<file path="config.mk">
export PLATFORM = sky130hd
export DESIGN_NAME = spi_command_frame_slave
export DESIGN_NICKNAME = d
export VERILOG_FILES = /design/src/hw/rtl/spi_cfs_pkg.sv /design/src/hw/rtl/spi_cfs_frame.sv /design/src/hw/rtl/spi_cfs_out.sv /design/src/hw/rtl/spi_command_frame_slave.sv
export SDC_FILE = /design/constraint.sdc
export NUM_CORES = 1
export LEC_CHECK = 0
export BUFFER_PORTS_ARGS = -buffer_cell sky130_fd_sc_hd__buf_4
export CELL_PAD_IN_SITES_DETAIL_PLACEMENT = 1
export CELL_PAD_IN_SITES_GLOBAL_PLACEMENT = 2
export CORE_MARGIN = 2
export CORE_UTILIZATION = 43
export CTS_BUF_LIST = sky130_fd_sc_hd__clkbuf_16
export DETAILED_ROUTE_END_ITERATION = 10
export GPL_ROUTABILITY_DRIVEN = 1
export HOLD_SLACK_MARGIN = 0.15
export PLACE_DENSITY = 0.89
export SKIP_CTS_REPAIR_TIMING = 1
export SYNTH_ARGS = -nofsm -noshare
export SYNTH_HDL_FRONTEND = slang
export SYNTH_SLANG_ARGS = --single-unit
</file>
<file path="constraint.sdc">
create_clock -name i_clk -period 6.8 [get_ports i_clk]
set_input_delay 0.34 -clock i_clk [delete_from_list [all_inputs] [get_ports i_clk]]
set_output_delay 0.34 -clock i_clk [all_outputs]
set_load 0.005 [all_outputs]
</file>
<file path="src/hw/rtl/spi_cfs_pkg.sv">
// spi_cfs_pkg: shared types, constants and the outgoing frame table
// for the seven-byte spi command frame slave; no dependencies
`default_nettype none

package spi_cfs_pkg;

    // frame geometry
    localparam int          FRAME_LEN  = 7;
    localparam logic [2:0]  POS_FIRST  = 3'd0;
    localparam logic [2:0]  POS_LAST   = 3'd6;

    // outgoing frame positions
    localparam logic [2:0]  POS_TX_F    = 3'd0;
    localparam logic [2:0]  POS_TX_P    = 3'd1;
    localparam logic [2:0]  POS_ADC_HI  = 3'd2;
    localparam logic [2:0]  POS_ADC_LO  = 3'd3;
    localparam logic [2:0]  POS_TX_K    = 3'd4;
    localparam logic [2:0]  POS_TX_4    = 3'd5;
    localparam logic [2:0]  POS_TX_Q    = 3'd6;

    // received frame positions
    localparam logic [2:0]  POS_MARK0   = 3'd0;
    localparam logic [2:0]  POS_MARK1   = 3'd1;
    localparam logic [2:0]  POS_DUTY    = 3'd2;
    localparam logic [2:0]  POS_PULSE   = 3'd3;
    localparam logic [2:0]  POS_LAMP    = 3'd4;
    localparam logic [2:0]  POS_MARK5   = 3'd5;
    localparam logic [2:0]  POS_MARK6   = 3'd6;

    // command limits
    localparam logic [7:0]  DUTY_MAX   = 8'd200;
    localparam logic [10:0] PULSE_BASE = 11'd1000;
    localparam logic [10:0] PULSE_MAX  = 11'd2000;

    // received frame markers
    localparam logic [7:0]  MARK0 = 8'h61; // 'a'
    localparam logic [7:0]  MARK1 = 8'h53; // 'S'
    localparam logic [7:0]  MARK5 = 8'h59; // 'Y'
    localparam logic [7:0]  MARK6 = 8'h6A; // 'j'

    // outgoing frame characters
    localparam logic [7:0]  TX_F = 8'h66; // 'f'
    localparam logic [7:0]  TX_P = 8'h50; // 'P'
    localparam logic [7:0]  TX_K = 8'h4B; // 'K'
    localparam logic [7:0]  TX_4 = 8'h34; // '4'
    localparam logic [7:0]  TX_Q = 8'h71; // 'q'

    // one result transaction
    typedef struct packed {
        logic [7:0]  tx_byte;
        logic [7:0]  motor_duty;
        logic [10:0] servo_pulse;
        logic        led_on;
        logic        frame_end;
        logic        frame_applied;
    } t_result;

    // outgoing byte at a frame position
    function automatic logic [7:0] outgoing_byte(input logic [2:0] pos,
                                                 input logic [9:0] adc);
        logic [7:0] b;
        case (pos)
            POS_TX_F:   b = TX_F;
            POS_TX_P:   b = TX_P;
            POS_ADC_HI: b = {6'd0, adc[9:8]};
            POS_ADC_LO: b = adc[7:0];
            POS_TX_K:   b = TX_K;
            POS_TX_4:   b = TX_4;
            POS_TX_Q:   b = TX_Q;
            default:    b = 8'd0;
        endcase
        return b;
    endfunction

endpackage

`default_nettype wire

</file>
<file path="src/hw/rtl/spi_cfs_frame.sv">
// spi_cfs_frame: byte position counter, received frame store, marker check
// and command registers; depends on spi_cfs_pkg
`default_nettype none

module spi_cfs_frame (
    input  wire logic                 i_clk,
    input  wire logic                 i_rst_n,
    input  wire logic                 i_accept,
    input  wire logic [7:0]           i_rx_byte,
    input  wire logic [9:0]           i_adc_sample,
    output      spi_cfs_pkg::t_result o_result
);

    logic [2:0]  r_pos,   n_pos;
    logic [7:0]  r_frame  [spi_cfs_pkg::FRAME_LEN];
    logic [7:0]  n_frame  [spi_cfs_pkg::FRAME_LEN];
    logic [7:0]  r_duty,  n_duty;
    logic [10:0] r_pulse, n_pulse;
    logic        r_lamp,  n_lamp;
    logic        frame_end;
    logic        markers_ok;
    logic        apply;
    logic [10:0] pulse_raw;

    // frame contents after storing this byte
    always_comb begin
        for (int i = 0; i < spi_cfs_pkg::FRAME_LEN; i++) begin
            n_frame[i] = (r_pos == 3'(i)) ? i_rx_byte : r_frame[i];
        end
    end

    // frame end, marker check and clamped commands
    always_comb begin
        frame_end  = (r_pos >= spi_cfs_pkg::POS_LAST);
        markers_ok = (n_frame[spi_cfs_pkg::POS_MARK0] == spi_cfs_pkg::MARK0)
                  && (n_frame[spi_cfs_pkg::POS_MARK1] == spi_cfs_pkg::MARK1)
                  && (n_frame[spi_cfs_pkg::POS_MARK5] == spi_cfs_pkg::MARK5)
                  && (n_frame[spi_cfs_pkg::POS_MARK6] == spi_cfs_pkg::MARK6);
        apply      = frame_end && markers_ok;
        pulse_raw  = spi_cfs_pkg::PULSE_BASE
                   + {1'b0, n_frame[spi_cfs_pkg::POS_PULSE], 2'b00};
        n_pos      = frame_end ? spi_cfs_pkg::POS_FIRST : r_pos + 3'd1;
        n_duty     = r_duty;
        n_pulse    = r_pulse;
        n_lamp     = r_lamp;
        if (apply) begin
            n_duty  = (n_frame[spi_cfs_pkg::POS_DUTY] > spi_cfs_pkg::DUTY_MAX)
                    ? spi_cfs_pkg::DUTY_MAX : n_frame[spi_cfs_pkg::POS_DUTY];
            n_pulse = (pulse_raw > spi_cfs_pkg::PULSE_MAX)
                    ? spi_cfs_pkg::PULSE_MAX : pulse_raw;
            n_lamp  = (n_frame[spi_cfs_pkg::POS_LAMP] != 8'd0);
        end
    end

    // control and command registers
    always_ff @(posedge i_clk) begin
        if (!i_rst_n) begin
            r_pos   <= spi_cfs_pkg::POS_FIRST;
            r_duty  <= 8'd0;
            r_pulse <= 11'd0;
            r_lamp  <= 1'b0;
        end else if (i_accept) begin
            r_pos   <= n_pos;
            r_duty  <= n_duty;
            r_pulse <= n_pulse;
            r_lamp  <= n_lamp;
        end
    end

    // received frame store, no reset
    always_ff @(posedge i_clk) begin
        if (i_accept) begin
            r_frame <= n_frame;
        end
    end

    // result of this transaction
    always_comb begin
        o_result.tx_byte       = spi_cfs_pkg::outgoing_byte(r_pos, i_adc_sample);
        o_result.motor_duty    = n_duty;
        o_result.servo_pulse   = n_pulse;
        o_result.led_on        = n_lamp;
        o_result.frame_end     = frame_end;
        o_result.frame_applied = apply;
    end

endmodule

`default_nettype wire

</file>
<file path="src/hw/rtl/spi_cfs_out.sv">
// spi_cfs_out: result register with valid/ready handshake
// depends on spi_cfs_pkg
`default_nettype none

module spi_cfs_out (
    input  wire logic                 i_clk,
    input  wire logic                 i_rst_n,
    input  wire logic                 i_load,
    input  wire spi_cfs_pkg::t_result i_result,
    output      logic                 o_space,
    output      logic                 o_valid,
    input  wire logic                 i_ready,
    output      spi_cfs_pkg::t_result o_result
);

    logic                 r_valid;
    spi_cfs_pkg::t_result r_result;

    // room for a new result when empty or being drained
    assign o_space = !r_valid || i_ready;

    // valid flag
    always_ff @(posedge i_clk) begin
        if (!i_rst_n) begin
            r_valid <= 1'b0;
        end else if (o_space) begin
            r_valid <= i_load;
        end
    end

    // payload
    always_ff @(posedge i_clk) begin
        if (i_load) begin
            r_result <= i_result;
        end
    end

    assign o_valid  = r_valid;
    assign o_result = r_result;

endmodule

`default_nettype wire

</file>
<file path="src/hw/rtl/spi_command_frame_slave.sv">
// spi_command_frame_slave: top level of the seven-byte spi command frame slave
// depends on spi_cfs_pkg, spi_cfs_frame, spi_cfs_out
//
// channel  direction  handshake                  payload
// rx       in         i_rx_valid / o_rx_ready    i_rx_byte, i_adc_sample
// tx       out        o_tx_valid / i_tx_ready    o_tx_byte, o_motor_duty, o_servo_pulse,
//                                                o_led_on, o_frame_end, o_frame_applied
//
// one byte per cycle while the output is not stalled; each result appears in the cycle after its byte is taken
// the single result register behind the frame logic holds each result until it is taken
// i_rst_n is synchronous: position and command registers clear, the frame store does not
// a stalled result holds the output; a new byte is still taken in the cycle it drains
`default_nettype none

module spi_command_frame_slave (
    input  wire logic        i_clk,
    input  wire logic        i_rst_n,
    input  wire logic        i_rx_valid,
    output      logic        o_rx_ready,
    input  wire logic [7:0]  i_rx_byte,
    input  wire logic [9:0]  i_adc_sample,
    output      logic        o_tx_valid,
    input  wire logic        i_tx_ready,
    output      logic [7:0]  o_tx_byte,
    output      logic [7:0]  o_motor_duty,
    output      logic [10:0] o_servo_pulse,
    output      logic        o_led_on,
    output      logic        o_frame_end,
    output      logic        o_frame_applied
);

    logic                 space;
    logic                 accept;
    spi_cfs_pkg::t_result next_result;
    spi_cfs_pkg::t_result out_result;

    // input transaction
    assign o_rx_ready = space;
    assign accept     = i_rx_valid && space;

    spi_cfs_frame u_frame (
        .i_clk        (i_clk),
        .i_rst_n      (i_rst_n),
        .i_accept     (accept),
        .i_rx_byte    (i_rx_byte),
        .i_adc_sample (i_adc_sample),
        .o_result     (next_result)
    );

    spi_cfs_out u_out (
        .i_clk    (i_clk),
        .i_rst_n  (i_rst_n),
        .i_load   (accept),
        .i_result (next_result),
        .o_space  (space),
        .o_valid  (o_tx_valid),
        .i_ready  (i_tx_ready),
        .o_result (out_result)
    );

    // result fields
    assign o_tx_byte       = out_result.tx_byte;
    assign o_motor_duty    = out_result.motor_duty;
    assign o_servo_pulse   = out_result.servo_pulse;
    assign o_led_on        = out_result.led_on;
    assign o_frame_end     = out_result.frame_end;
    assign o_frame_applied = out_result.frame_applied;

endmodule

`default_nettype wire

</file>
==> Implementation_results.wiki <==
{| class="wikitable"
! Metric !! Value
|-
| Ranking of synthesized cells by area || sky130_fd_sc_hd__edfxtp_1 (47%), sky130_fd_sc_hd__dfxtp_1 (8.8%), sky130_fd_sc_hd__mux2_2 (6.8%)
|-
| DIE AREA || between 10000 and 15000 µm²
|-
| Peak VDD IR || 0.105 mV
|-
| Portion of the clock cycle consumed by the worst path in the final layout || 55.5%
|-
| Async set or reset register ratio after synthesis || 0%
|-
| Starting utilization of the core area || 43.6%
|-
| Share of synthesized area occupied by flip-flops and latches || 56.3%
|-
| Number of port buffers || 53
|-
| Time the worst path needs with I/O delays and setup || 3.78 ns
|-
| Count of routing violations after the opening detailed-route iteration || 262
|-
| Max Cap Violations || 0
|-
| Worst hold path class || input port to register
|-
| Portion of total power attributed to combinational logic || 11.0%
|-
| First-pass iteration count of the detailed router || 4
|-
| Final setup slack of the worst path || 3.02 ns
|-
| Synthesized area || 5440 µm²
|-
| Chip width || approximately 120 µm
|-
| Fmax || 0.265 GHz
|-
| FILL cells || about 1300
|-
| Proportion of netlist area held by the largest area contributor || 47.5%
|-
| DRC Markers || 0
|-
| Delay contributed by the slowest stage of the critical path || 0.51 ns
|-
| Largest driver fanout on the critical path || 20
|-
| Setup slack of the worst register-to-register path || slightly above 3 ns
|-
| Number of flops mapped to enable cells by yosys || 86
|-
| CP startpoint kind || register
|-
| Final-report max-slew violation count || 0
|-
| Internal || around 0.0011 W
|-
| Number of hold-slack violations in the final timing report || 0
|-
| Crit-path cells || inv_1 > ha_1 > buf_4 > mux2_2 > ha_1 > inv_1 > mux4_2 > mux2_2 > nand4_1 > nand2b_1 > mux2_4
|-
| Predominant post-synthesis flop cell || sky130_fd_sc_hd__edfxtp_1
|-
| Data required, critical path || 6.90 ns
|-
| Combined area of the multi-input logic cells || 2150 µm²
|-
| Count of antenna diodes in the layout || 0
|-
| Drt total wl || 13.4 mm
|-
| Total power || 0.00147 W
|-
| Most common cell after layout, fill and taps aside || sky130_fd_sc_hd__edfxtp_1
|-
| CTS Buffer Depth || 2
|-
| Total number of vias || 3738
|-
| Total number of clock tree sinks || 110
|-
| Syn-to-layout area delta || 14.7%
|-
| Worst slack at placement || 3.07 ns
|-
| Sum of negative setup slack || 0 ns
|-
| Slowest cell on crit path || sky130_fd_sc_hd__mux4_2
|-
| Number of warnings reported in the yosys synthesis log || 0
|-
| Kind of capture point of the worst setup path || register
|-
| Wire length of the first global-routing pass || 21.5 mm
|-
| Initial antenna violation count || 0
|-
| TritonCTS buffer count || 9
|-
| Largest area contributor in the netlist || sky130_fd_sc_hd__edfxtp_1
|-
| Slew at the pin closest to its max-slew limit || about 0.78 ns
|-
| Count of nets after finishing || 520
|-
| Vias in the first global route || 4020
|-
| Overall overflow remaining after global route || 0
|-
| Number of placement rows || between 40 and 50
|-
| Clock input transition at the sequential cells of the worst setup and hold paths || 0.07 ns
|-
| Synthesized area divided by synthesized cell count || 12.0 µm²
|-
| Area used by sequential logic in the layout || about 3100 µm²
|-
| Cell variety after synth || 58
|-
| GR Util All Layers || 20.9%
|-
| Insertion delay to the later sink of the worst-skew pair || 0.35 ns
|-
| Cell count after synthesis || 454
|-
| Post-detailed-route via-to-cell ratio || 5.59
|-
| Flops & latches, synth || 110
|-
| HPWL after detailed placement || 9.04 mm
|-
| Worst rel slew slack || 47.7%
|-
| Leakage power || 2.47 nW
|-
| Final setup violating endpoints || 0
|-
| Leading cell types in the layout, fill and taps excluded || sky130_fd_sc_hd__edfxtp_1 (86), sky130_fd_sc_hd__buf_4 (56), sky130_fd_sc_hd__nand2_1 (42)
|-
| Switching power share of the total || 24.6%
|-
| Worst setup skew after layout || 0.00817 ns
|-
| WS Path Type || register to register
|-
| Height of the chip || 116 µm
|-
| Total nets after synthesis || 482
|-
| Unrepaired setup endpoints after global routing || no
|-
| Clock tree from TritonCTS || yes
|-
| Outcome || complete, no violations
|-
| Count of pins on the block boundary || 54
|-
| Detail Route Antenna Nets || 0
|-
| Root Buffer Master || sky130_fd_sc_hd__clkbuf_16
|-
| Clk pwr share || between 30% and 40%
|-
| Count of H-tree levels built during CTS || 3
|-
| Share of total power in sequential cells || 53.5%
|-
| Share of cells above drive strength 1 || 26.2%
|-
| Gp weighted congestion || about 0.8
|-
| Core area || 12500 µm²
|-
| Total power per unit cell area || 236 nW/µm²
|-
| Average detailed-routed wire length per instance || 20.1 µm
|-
| Net switching power figure || 0.000362 W
|-
| Signal arrival time at the worst endpoint || 3.88 ns
|-
| Maximum number of pins on one net before global-route repair || 58
|}
[routing by layer]
layer | part of all wire (%) | track usage [%]
met1 | 45 | 27.4
met2 | 50 | 35.3
met3 | 2.8 | 2.34
met4 | 2.4 | 8.89
met5 | 0 | 0
[synth_stat cells (2+ instances only)]
library cell / number
sky130_fd_sc_hd__edfxtp_1: 86
sky130_fd_sc_hd__nand2b_1: 8
sky130_fd_sc_hd__or3_1: 2
sky130_fd_sc_hd__inv_1: 27
sky130_fd_sc_hd__o21ai_0: 30
sky130_fd_sc_hd__a2bb2oi_1: 2
sky130_fd_sc_hd__nand3_1: 15
sky130_fd_sc_hd__nand2_1: 42
sky130_fd_sc_hd__mux2_2: 33
sky130_fd_sc_hd__mux2_4: 14
sky130_fd_sc_hd__nor4_1: 5
sky130_fd_sc_hd__buf_1: 2
sky130_fd_sc_hd__nor3_1: 3
sky130_fd_sc_hd__nor2b_1: 5
sky130_fd_sc_hd__a31oi_1: 3
sky130_fd_sc_hd__nor4bb_1: 2
sky130_fd_sc_hd__buf_2: 2
sky130_fd_sc_hd__clkbuf_1: 23
sky130_fd_sc_hd__ha_1: 6
sky130_fd_sc_hd__o221ai_1: 2
sky130_fd_sc_hd__nand4_1: 9
sky130_fd_sc_hd__a21oi_1: 8
sky130_fd_sc_hd__dfxtp_1: 24
sky130_fd_sc_hd__xnor2_1: 5
sky130_fd_sc_hd__o31ai_1: 2
sky130_fd_sc_hd__a21boi_1: 9
sky130_fd_sc_hd__a41oi_1: 2
sky130_fd_sc_hd__nor4b_1: 2
sky130_fd_sc_hd__a31o_2: 3
sky130_fd_sc_hd__nor2_1: 14
sky130_fd_sc_hd__and2_1: 5
sky130_fd_sc_hd__buf_6: 2
sky130_fd_sc_hd__a21boi_0: 7
sky130_fd_sc_hd__and3_1: 2
sky130_fd_sc_hd__or4_1: 2
sky130_fd_sc_hd__mux2i_1: 22
sky130_fd_sc_hd__and4_1: 3
[area by class of cell]
class | count | share of cell area (%)
tap | 172 | 3.45
multi-input combinational | 287 | 34.4
inverter | 28 | 1.70
clock buffer | 10 | 4.01
clock inverter | 6 | 0.642
sequential | 110 | 49.1
timing repair buffer | 56 | 6.74
[kinds of logic after synthesis]
group                    count (synthesis)  share of synthesized area, %
multiplexers                            71                          15.4
AND/OR/NAND/NOR                        127                          12.5
AO/OA/AOI/OAI                           78                          9.38
XOR/XNOR                                 5                         0.805
buffers and inverters                   57                          4.25
adder cells (fa/ha/maj)                  6                          1.38
flip-flops                             110                          56.3
[state kept, by name (all words and copies together), names as in the netlist]
name	cells
u_frame.r_lamp	1
u_frame.r_pulse	11
u_frame.r_frame	56
u_out.o_valid	1
u_frame.r_pos	3
u_out.o_result	30
u_frame.r_duty	8
[power groups by stage]
stage | Clock [W] | Sequential (W) | Combinational, W
2_1_floorplan | 0 | 0.000799 | 0.000101
3_3_place_gp | 0 | 0.000801 | 0.000156
3_5_place_dp | 0 | 0.000803 | 0.000162
4_1_cts | 0.000531 | 0.000788 | 0.000163
5_1_grt | 0.000556 | 0.000793 | 0.000179
6_report | 0.000522 | 0.000788 | 0.000162
[path summary, 6_finish.rpt]
check,depth (start not counted),startpoint,endpoint
worst max-delay path,11,u_frame.r_pos[2],u_out.o_result[7]
worst min-delay path,3,i_rx_valid,u_out.o_valid
worst max register to register,11,u_frame.r_pos[2],u_out.o_result[7]
worst min register to register,2,u_frame.r_duty[5],u_frame.r_duty[5]
[per-stage QoR]
stage                     instances  util, %  area (µm²)  hold slack (ns)
final                           669     50.1        6240            0.262
after global routing            669     50.1        6240            0.271
after CTS                       669     50.1        6240            0.257
after detailed placement        653     47.7        5950            0.461
after global placement          653     47.7        5950            0.456
after floorplan                 454        -        5440            0.444
[worst max-delay path: cells and delay by family (launching register included)]
kind | cells | cell delay [ns]
AND/OR/NAND/NOR | 2 | 0.21
adder cells (fa/ha/maj) | 2 | 0.71
flip-flops | 1 | 0.45
multiplexers | 4 | 1.48
buffers and inverters | 3 | 0.67
Power figures use the tool's default switching activity.
